==> src/rdcu_pkg.sv <==
package rdcu_pkg;

  localparam int CELL_W = 32;
  localparam int CONC_W = 16;
  localparam int U_SUM_W = 19;
  localparam int V_SUM_W = 20;
  localparam int CENTER_V_SHIFT = 13;
  localparam int RATE_SHIFT = 10;

  // floor(x/5) = (x*419431)>>21 for x < 2^19
  localparam logic [18:0] DIV5_MUL = 19'd419431;
  localparam int DIV5_SHIFT = 21;
  // floor(y/3) = (y*174763)>>19 for y < 2^18
  localparam logic [17:0] DIV3_MUL = 18'd174763;
  localparam int DIV3_SHIFT = 19;

  localparam logic [1:0] STENCIL_EVEN = 2'd0;
  localparam logic [1:0] STENCIL_NS = 2'd1;
  localparam logic [1:0] STENCIL_EW = 2'd2;

  localparam logic [1:0] RMODE_STD = 2'd0;
  localparam logic [1:0] RMODE_FAST = 2'd1;
  localparam logic [1:0] RMODE_LOWFEED = 2'd2;
  localparam logic [1:0] RMODE_WEAK = 2'd3;

  localparam logic [6:0] KILL_RATE = 7'd80;

  typedef logic [CELL_W-1:0] cell_t;
  typedef logic [CONC_W-1:0] conc_t;
  typedef logic [1:0] rmode_t;

  typedef struct packed {
    conc_t u;
    conc_t v;
  } blur_t;

  typedef struct packed {
    logic [4:0] fk;
    logic [2:0] mu;
    logic [2:0] mv;
  } rates_t;

  typedef struct packed {
    cell_t new_cell;
    logic [7:0] display_level;
  } result_t;

  function automatic rates_t rates_of(input rmode_t mode);
    rates_t r;
    unique case (mode)
      RMODE_STD: r = '{fk: 5'd28, mu: 3'd2, mv: 3'd3};
      RMODE_FAST: r = '{fk: 5'd28, mu: 3'd4, mv: 3'd4};
      RMODE_LOWFEED: r = '{fk: 5'd27, mu: 3'd3, mv: 3'd3};
      RMODE_WEAK: r = '{fk: 5'd27, mu: 3'd2, mv: 3'd2};
      default: r = '{fk: 5'd27, mu: 3'd2, mv: 3'd2};
    endcase
    return r;
  endfunction

endpackage

==> src/rdcu_in_if.sv <==
interface rdcu_in_if;
  logic valid;
  logic ready;
  logic [31:0] center_cell;
  logic [31:0] north_cell;
  logic [31:0] south_cell;
  logic [31:0] east_cell;
  logic [31:0] west_cell;
  logic [1:0] stencil_mode;

  modport source (
    output valid, center_cell, north_cell, south_cell, east_cell, west_cell, stencil_mode,
    input ready
  );
  modport sink (
    input valid, center_cell, north_cell, south_cell, east_cell, west_cell, stencil_mode,
    output ready
  );
endinterface

==> src/rdcu_out_if.sv <==
interface rdcu_out_if;
  logic valid;
  logic ready;
  logic [31:0] new_cell;
  logic [7:0] display_level;

  modport source (output valid, new_cell, display_level, input ready);
  modport sink (input valid, new_cell, display_level, output ready);
endinterface

==> src/rdcu_cfg_if.sv <==
interface rdcu_cfg_if;
  logic valid;
  logic ready;
  logic [1:0] reaction_mode;

  modport source (output valid, reaction_mode, input ready);
  modport sink (input valid, reaction_mode, output ready);
endinterface

==> src/rdcu_blur.sv <==
module rdcu_blur
  import rdcu_pkg::*;
(
  input  logic   clk,
  input  logic   rst_n,
  input  logic   up_valid,
  output logic   up_ready,
  input  cell_t  center_cell,
  input  cell_t  north_cell,
  input  cell_t  south_cell,
  input  cell_t  east_cell,
  input  cell_t  west_cell,
  input  logic [1:0] stencil_mode,
  output logic   dn_valid,
  input  logic   dn_ready,
  output blur_t  dn_data
);

  logic s1_valid_r, s2_valid_r;
  logic en1, en2;

  logic [U_SUM_W-1:0] uc, un, us, ue, uw;
  logic [U_SUM_W-1:0] u_sum_nxt;
  logic div5_nxt;
  logic [V_SUM_W-1:0] v_sum_nxt;

  logic [U_SUM_W-1:0] s1_u_sum_r;
  logic s1_div5_r;
  logic [V_SUM_W-1:0] s1_v_sum_r;

  logic [U_SUM_W+19-1:0] prod5;
  logic [V_SUM_W-2+18-1:0] prod3;
  blur_t blur_nxt, s2_blur_r;

  assign en2 = !s2_valid_r || dn_ready;
  assign en1 = !s1_valid_r || en2;
  assign up_ready = en1;

  always_comb begin
    uc = U_SUM_W'(center_cell[CONC_W-1:0]);
    un = U_SUM_W'(north_cell[CONC_W-1:0]);
    us = U_SUM_W'(south_cell[CONC_W-1:0]);
    ue = U_SUM_W'(east_cell[CONC_W-1:0]);
    uw = U_SUM_W'(west_cell[CONC_W-1:0]);
    unique case (stencil_mode)
      STENCIL_NS: begin
        u_sum_nxt = ((uc + un + us) << 1) + ue + uw;
        div5_nxt = 1'b0;
      end
      STENCIL_EW: begin
        u_sum_nxt = ((uc + ue + uw) << 1) + un + us;
        div5_nxt = 1'b0;
      end
      default: begin
        u_sum_nxt = uc + un + us + ue + uw;
        div5_nxt = 1'b1;
      end
    endcase
    v_sum_nxt = V_SUM_W'(center_cell[CELL_W-1:CENTER_V_SHIFT])
              + V_SUM_W'(north_cell[CELL_W-1:CONC_W])
              + V_SUM_W'(south_cell[CELL_W-1:CONC_W])
              + V_SUM_W'(east_cell[CELL_W-1:CONC_W])
              + V_SUM_W'(west_cell[CELL_W-1:CONC_W]);
  end

  // reciprocal multiply for /5 and /12; the weighted stencils divide u by 8 with a shift
  always_comb begin
    prod5 = (U_SUM_W+19)'(s1_u_sum_r) * (U_SUM_W+19)'(DIV5_MUL);
    prod3 = (V_SUM_W-2+18)'(s1_v_sum_r[V_SUM_W-1:2]) * (V_SUM_W-2+18)'(DIV3_MUL);
    if (s1_div5_r) begin
      blur_nxt.u = prod5[DIV5_SHIFT +: CONC_W];
    end else begin
      blur_nxt.u = s1_u_sum_r[U_SUM_W-1:3];
    end
    blur_nxt.v = prod3[DIV3_SHIFT +: CONC_W];
  end

  always_ff @(posedge clk) begin
    if (!rst_n) begin
      s1_valid_r <= 1'b0;
      s2_valid_r <= 1'b0;
    end else begin
      if (en1) s1_valid_r <= up_valid;
      if (en2) s2_valid_r <= s1_valid_r;
    end
  end

  always_ff @(posedge clk) begin
    if (en1) begin
      s1_u_sum_r <= u_sum_nxt;
      s1_div5_r <= div5_nxt;
      s1_v_sum_r <= v_sum_nxt;
    end
    if (en2) begin
      s2_blur_r <= blur_nxt;
    end
  end

  assign dn_valid = s2_valid_r;
  assign dn_data = s2_blur_r;

endmodule

==> src/rdcu_react.sv <==
module rdcu_react
  import rdcu_pkg::*;
(
  input  logic    clk,
  input  logic    rst_n,
  input  rmode_t  reaction_mode,
  input  logic    up_valid,
  output logic    up_ready,
  input  blur_t   up_data,
  output logic    dn_valid,
  input  logic    dn_ready,
  output result_t dn_data
);

  logic a_valid_r, b_valid_r, c_valid_r;
  logic en_a, en_b, en_c;
  rates_t rates;

  logic [2*CONC_W-1:0] uv_prod;
  logic [20:0] feed_prod;
  logic [22:0] kill_prod;

  conc_t a_u_r, a_v_r, a_uv_r;
  logic [10:0] a_feed_r;
  logic [12:0] a_kill_r;

  logic [2*CONC_W-1:0] uvv_prod;
  conc_t b_u_r, b_v_r, b_uvv_r;
  logic [10:0] b_feed_r;
  logic [12:0] b_kill_r;

  logic signed [17:0] d_u, d_v;
  logic signed [20:0] du, dv, nu, nv;
  conc_t nu_c, nv_c;
  result_t res_nxt, c_res_r;

  assign en_c = !c_valid_r || dn_ready;
  assign en_b = !b_valid_r || en_c;
  assign en_a = !a_valid_r || en_b;
  assign up_ready = en_a;

  assign rates = rates_of(reaction_mode);

  always_comb begin
    uv_prod = (2*CONC_W)'(up_data.u) * (2*CONC_W)'(up_data.v);
    feed_prod = 21'(rates.fk) * 21'(16'hffff - up_data.u);
    kill_prod = 23'(KILL_RATE) * 23'(up_data.v);
  end

  assign uvv_prod = (2*CONC_W)'(a_uv_r) * (2*CONC_W)'(a_v_r);

  always_comb begin
    d_u = $signed({7'b0, b_feed_r}) - $signed({2'b0, b_uvv_r});
    d_v = $signed({2'b0, b_uvv_r}) - $signed({5'b0, b_kill_r});
    du = 21'(d_u) * $signed({18'b0, rates.mu});
    dv = 21'(d_v) * $signed({18'b0, rates.mv});
    nu = $signed({5'b0, b_u_r}) + du;
    nv = $signed({5'b0, b_v_r}) + dv;
    priority if (nu < 0) begin
      nu_c = '0;
    end else if (nu > $signed(21'hffff)) begin
      nu_c = 16'hffff;
    end else begin
      nu_c = nu[CONC_W-1:0];
    end
    priority if (nv < 0) begin
      nv_c = '0;
    end else if (nv > $signed(21'hffff)) begin
      nv_c = 16'hffff;
    end else begin
      nv_c = nv[CONC_W-1:0];
    end
    res_nxt.new_cell = {nv_c, nu_c};
    res_nxt.display_level = nu_c[CONC_W-1:8];
  end

  always_ff @(posedge clk) begin
    if (!rst_n) begin
      a_valid_r <= 1'b0;
      b_valid_r <= 1'b0;
      c_valid_r <= 1'b0;
    end else begin
      if (en_a) a_valid_r <= up_valid;
      if (en_b) b_valid_r <= a_valid_r;
      if (en_c) c_valid_r <= b_valid_r;
    end
  end

  always_ff @(posedge clk) begin
    if (en_a) begin
      a_u_r <= up_data.u;
      a_v_r <= up_data.v;
      a_uv_r <= uv_prod[2*CONC_W-1:CONC_W];
      a_feed_r <= feed_prod[20:RATE_SHIFT];
      a_kill_r <= kill_prod[22:RATE_SHIFT];
    end
    if (en_b) begin
      b_u_r <= a_u_r;
      b_v_r <= a_v_r;
      b_uvv_r <= uvv_prod[2*CONC_W-1:CONC_W];
      b_feed_r <= a_feed_r;
      b_kill_r <= a_kill_r;
    end
    if (en_c) begin
      c_res_r <= res_nxt;
    end
  end

  assign dn_valid = c_valid_r;
  assign dn_data = c_res_r;

endmodule

==> src/reaction_diffusion_cell_update_top.sv <==
// Gray-Scott style cell update, one grid cell per beat.
// in_bus carries a cell and its four neighbours, each packed as u in bits 15..0
// and v in bits 31..16, plus the stencil mode; out_bus returns the new packed
// cell and an 8-bit display level (new u >> 8). Both use valid/ready.
// cfg_bus writes the 2-bit reaction mode (rate set); it is always ready. The
// user must write it only while the pipeline is empty; the block does not enforce this.
// From input beat to output valid the data passes five register stages: two
// stages form the blurred u and v (sums, then reciprocal multiply for /5 and
// /12, or a shift for /8), three stages do u*v, u*v*v with the feed and kill
// terms, then the rate step and clamp into the output register.
// Throughput is one beat per cycle unless the receiver stalls; each stage
// has its own valid bit and advances when the stage after it is empty or
// moving, so bubbles are squeezed out and input is taken while a result
// waits in the output register. When the receiver stalls, the output holds
// and the stages fill up behind it; in_bus.ready drops only once all five
// stages are full. Nothing is lost. Reset (rst_n low, synchronous) empties
// every stage and sets the reaction mode to 0.
module reaction_diffusion_cell_update_top
  import rdcu_pkg::*;
(
  input  logic clk,
  input  logic rst_n,
  rdcu_in_if.sink    in_bus,
  rdcu_out_if.source out_bus,
  rdcu_cfg_if.sink   cfg_bus
);

  rmode_t reaction_mode_r;
  logic mid_valid, mid_ready;
  blur_t mid_data;
  result_t res;

  assign cfg_bus.ready = 1'b1;

  always_ff @(posedge clk) begin
    if (!rst_n) begin
      reaction_mode_r <= RMODE_STD;
    end else if (cfg_bus.valid) begin
      reaction_mode_r <= cfg_bus.reaction_mode;
    end
  end

  rdcu_blur u_blur (
    .clk          (clk),
    .rst_n        (rst_n),
    .up_valid     (in_bus.valid),
    .up_ready     (in_bus.ready),
    .center_cell  (in_bus.center_cell),
    .north_cell   (in_bus.north_cell),
    .south_cell   (in_bus.south_cell),
    .east_cell    (in_bus.east_cell),
    .west_cell    (in_bus.west_cell),
    .stencil_mode (in_bus.stencil_mode),
    .dn_valid     (mid_valid),
    .dn_ready     (mid_ready),
    .dn_data      (mid_data)
  );

  rdcu_react u_react (
    .clk           (clk),
    .rst_n         (rst_n),
    .reaction_mode (reaction_mode_r),
    .up_valid      (mid_valid),
    .up_ready      (mid_ready),
    .up_data       (mid_data),
    .dn_valid      (out_bus.valid),
    .dn_ready      (out_bus.ready),
    .dn_data       (res)
  );

  assign out_bus.new_cell = res.new_cell;
  assign out_bus.display_level = res.display_level;

endmodule

==> src/flat_wrapper.sv <==
// flat-port wrapper written by rule: the top's interface ports become plain ports
module reaction_diffusion_cell_update_top_flat import rdcu_pkg::*;
  (clk, rst_n, in_bus_valid, in_bus_center_cell, in_bus_north_cell, in_bus_south_cell, in_bus_east_cell, in_bus_west_cell, in_bus_stencil_mode, in_bus_ready, out_bus_valid, out_bus_new_cell, out_bus_display_level, out_bus_ready, cfg_bus_valid, cfg_bus_reaction_mode, cfg_bus_ready);
  rdcu_in_if in_bus_i ();
  rdcu_out_if out_bus_i ();
  rdcu_cfg_if cfg_bus_i ();
  input  logic clk;
  input  logic rst_n;
  input wire logic [$bits(in_bus_i.valid)-1:0] in_bus_valid;
  input wire logic [$bits(in_bus_i.center_cell)-1:0] in_bus_center_cell;
  input wire logic [$bits(in_bus_i.north_cell)-1:0] in_bus_north_cell;
  input wire logic [$bits(in_bus_i.south_cell)-1:0] in_bus_south_cell;
  input wire logic [$bits(in_bus_i.east_cell)-1:0] in_bus_east_cell;
  input wire logic [$bits(in_bus_i.west_cell)-1:0] in_bus_west_cell;
  input wire logic [$bits(in_bus_i.stencil_mode)-1:0] in_bus_stencil_mode;
  output wire logic [$bits(in_bus_i.ready)-1:0] in_bus_ready;
  output wire logic [$bits(out_bus_i.valid)-1:0] out_bus_valid;
  output wire logic [$bits(out_bus_i.new_cell)-1:0] out_bus_new_cell;
  output wire logic [$bits(out_bus_i.display_level)-1:0] out_bus_display_level;
  input wire logic [$bits(out_bus_i.ready)-1:0] out_bus_ready;
  input wire logic [$bits(cfg_bus_i.valid)-1:0] cfg_bus_valid;
  input wire logic [$bits(cfg_bus_i.reaction_mode)-1:0] cfg_bus_reaction_mode;
  output wire logic [$bits(cfg_bus_i.ready)-1:0] cfg_bus_ready;
  assign in_bus_i.valid = in_bus_valid;
  assign in_bus_i.center_cell = in_bus_center_cell;
  assign in_bus_i.north_cell = in_bus_north_cell;
  assign in_bus_i.south_cell = in_bus_south_cell;
  assign in_bus_i.east_cell = in_bus_east_cell;
  assign in_bus_i.west_cell = in_bus_west_cell;
  assign in_bus_i.stencil_mode = in_bus_stencil_mode;
  assign in_bus_ready = in_bus_i.ready;
  assign out_bus_valid = out_bus_i.valid;
  assign out_bus_new_cell = out_bus_i.new_cell;
  assign out_bus_display_level = out_bus_i.display_level;
  assign out_bus_i.ready = out_bus_ready;
  assign cfg_bus_i.valid = cfg_bus_valid;
  assign cfg_bus_i.reaction_mode = cfg_bus_reaction_mode;
  assign cfg_bus_ready = cfg_bus_i.ready;
  reaction_diffusion_cell_update_top u_core (.clk(clk), .rst_n(rst_n), .in_bus(in_bus_i), .out_bus(out_bus_i), .cfg_bus(cfg_bus_i));
endmodule
==> config.mk <==
export PLATFORM = sky130hd
export DESIGN_NAME = reaction_diffusion_cell_update_top_flat
export DESIGN_NICKNAME = d
export VERILOG_FILES = /design/src/rdcu_pkg.sv /design/src/rdcu_in_if.sv /design/src/rdcu_out_if.sv /design/src/rdcu_cfg_if.sv /design/src/rdcu_blur.sv /design/src/rdcu_react.sv /design/src/reaction_diffusion_cell_update_top.sv /design/src/flat_wrapper.sv
export SDC_FILE = /design/constraint.sdc
export NUM_CORES = 2
export LEC_CHECK = 0
export ABC_CLOCK_PERIOD_IN_PS = 17380
export BUFFER_PORTS_ARGS = -buffer_cell sky130_fd_sc_hd__buf_2
export CORE_UTILIZATION = 55
export CTS_BUF_LIST = sky130_fd_sc_hd__clkbuf_2
export CTS_CLUSTER_SIZE = 14
export DETAILED_ROUTE_END_ITERATION = 12
export PLACE_DENSITY = 0.72
export SLEW_MARGIN = 30
export SYNTH_ARGS = -nofsm -noshare
export SYNTH_HDL_FRONTEND = slang
export SYNTH_SLANG_ARGS = --single-unit
export TNS_END_PERCENT = 30
==> constraint.sdc <==
create_clock -name clk -period 17.38 [get_ports clk]
set_clock_uncertainty 0.1 [all_clocks]
set_input_delay 1.738 -clock clk [delete_from_list [all_inputs] [get_ports clk]]
set_output_delay 1.738 -clock clk [all_outputs]
set_load 0.1 [all_outputs]
==> metrics.cfg <==
[cts]
cts_setup_buffers=0
cts-htree-levels=3
cts_hold_buf=0
cts_tree=yes
cts_num_sinks=253
clk_pin_slew_ps=90
clock_path_buffers=3
cts_resized=0
cts_made_buffers=72
root_buffer=clkbuf_2
clock_latency_ps=1100

[global_route]
grt.busiest_layer=met2
grt.met2_usage_pct=43.9
grt_overflow_total=0
met1_usage_pct=30.9
antenna_found_initial=2
grt_max_degree=73
grt_pass1_vias=38800
grt_pass1_wl_mm=187
use_met3_pct=3.47
grtUsageTotal_pct=24.5

[timing]
min_period_ps=7480
max_freq_mhz=134
layout_setup_ws_ps=9900
max_slew_margin_pct=31.4
slew_violations=0
worst_slew_pin_slew_ps=1030
timing.final.crit_share_pct=43.0
rsz0062_at_grt=no
finalSetupViolCount=0
hold_viol=0
tns_ps=0

[setup_path]
path_max_fanout=21
setup.worst_path.start_class=register
end_kind=register
required_ps=18060
path_class=reg -> reg
crit_arrival_ps=8160

[place]
port_buffers=210
placed_cells=6654
place_ws_ps=9920
post_dp_cell_area_mm2=0.0538
dp_hpwl_mm=92.4
place_congestion=0.927

[yosys]
yosysWarningCount=0
synth_top_cells_by_count=inv_1, fa_1, ha_1
syn_nets=7130
async_flop_share_pct=0
synth_flop_cell=edfxtp_1
synth_edf_count=246
synth_cell_types=79
synth_top_area_share_pct=33.0
seq_area_frac_synth_pct=14.6
avgSynthCellArea_um2=9.72
ys_top_cells_by_area=fa_1, ha_1, edfxtp_1
synth_area_mm2=0.0516
synth.most_common_cell=inv_1
yosysTopAreaCell=fa_1
synth.ff_latch_count=253
syn_inst=5306

[layout]
seqCellArea_mm2=0.00753
layout.cells.non_filler=6785
drive_above_1_share_pct=6.82
finalNetCount=7311
fin_area_mm2=0.0545
multi_input_area_mm2=0.0383
area_growth_pct=5.72
n_fill_cell=7972

[status]
status=complete, no violations

[floorplanning]
initial_core_util_pct=55.9
die_area_mm2=0.0950
coreArea_mm2=0.0922
die_w_um=308
die_h_um=308
io_pins=212
row_count=111

[route]
num_vias=35900
drtAntennaViolNets=0
drtPass1Iterations=7
viasPerCell=5.30
totalWireLength_mm=110
drc=0
wl_per_cell_um=16.3
drt_iter0_drc=1802

[hold_path]
holdCritPathClass=reg -> reg

[run]
max_cap_viol_count=0

## state kept, by name, summed over array words and instances (netlist names), 16 cells and up
name                      count
u_core.u_react.b_u_r         16
u_core.u_react.a_v_r         16
u_core.u_blur.dn_data        32
u_core.u_react.a_uv_r        16
u_core.u_react.b_uvv_r       16
u_core.u_blur.s1_v_sum_r     18
u_core.u_react.dn_data       32
u_core.u_blur.s1_u_sum_r     19
u_core.u_react.a_u_r         16
u_core.u_react.b_v_r         16
## kinds of logic (layout without fill, tap and decap cells)
group	after synthesis	count (layout)	share of synthesized area, %
flops	253	253	14.6
other cells	2	5	0.0146
mux	29	29	0.580
xor+xnor	222	222	3.77
buf+inv	1513	1746	11.1
fa+ha+maj	1655	1655	52.5
compound gates	595	595	7.72
simple gates	1037	1037	9.65
## layer usage
metal,up-vias,wire length (um)
met5,-,0
met4,0,2800
met3,199,5670
met2,982,55300
met1,17700,46700
li1,17000,-
## worst paths after layout
check                                                 start                          end  slack, ps  depth (start not counted)
worst min-delay path            u_core.u_react.a_kill_r[10]  u_core.u_react.b_kill_r[10]        300                          0
worst max register to register    u_core.u_blur.dn_data[26]    u_core.u_react.a_uv_r[15]       9900                         23
worst min register to register  u_core.u_react.a_kill_r[10]  u_core.u_react.b_kill_r[10]        300                          0
worst max-delay path              u_core.u_blur.dn_data[26]    u_core.u_react.a_uv_r[15]       9900                         23
## through the flow
| stage | util (%) | hold slack [ps] |
|---|---|---|
| 6_report | 59.1 | 298 |
| 5_1_grt | 59.1 | 284 |
| 4_1_cts | 59.1 | 281 |
| 3_5_place_dp | 58.4 | 305 |
| 3_3_place_gp | 58.3 | 301 |
| 2_1_floorplan | - | 300 |
## cells in the final DEF (no fill, tap or decap), drive strengths merged, types with 87 or more instances in the layout
cell,count
a21oi,155
and2,208
buf,231
clkbuf,91
edfxtp,246
fa,851
ha,804
inv,1392
nand2,412
nor2,174
o21ai,99
xnor2,135
xor2,87
## layout make-up
type                       count  share of cell area, %
multi-input combinational   3540                   70.3
inverter                    1389                   9.56
timing repair buffer         231                   2.23
sequential                   253                   13.8
clock inverter                35                  0.365
antenna                        3                 0.0138
clock buffer                  91                  0.835
tap                         1243                   2.85
## worst max-delay path: stages, from the launching register on
cell and delay (ps):
edfxtp_1 950, nand2_1 180, fa_1 580, inv_1 60, fa_1 530, inv_1 50
fa_1 480, fa_1 540, inv_1 50, fa_1 480, inv_1 50, fa_1 470
inv_1 40, ha_1 190, nor4_1 270, nand2_1 110, a21oi_1 130, o31ai_1 140
a41oi_1 490, o211ai_1 260, a31oi_1 370, o21ai_0 210, o41ai_1 360, xnor2_1 110
Power is not shown: default switching activity piles up to over one toggle a cycle in this logic, so the estimate is an artifact.
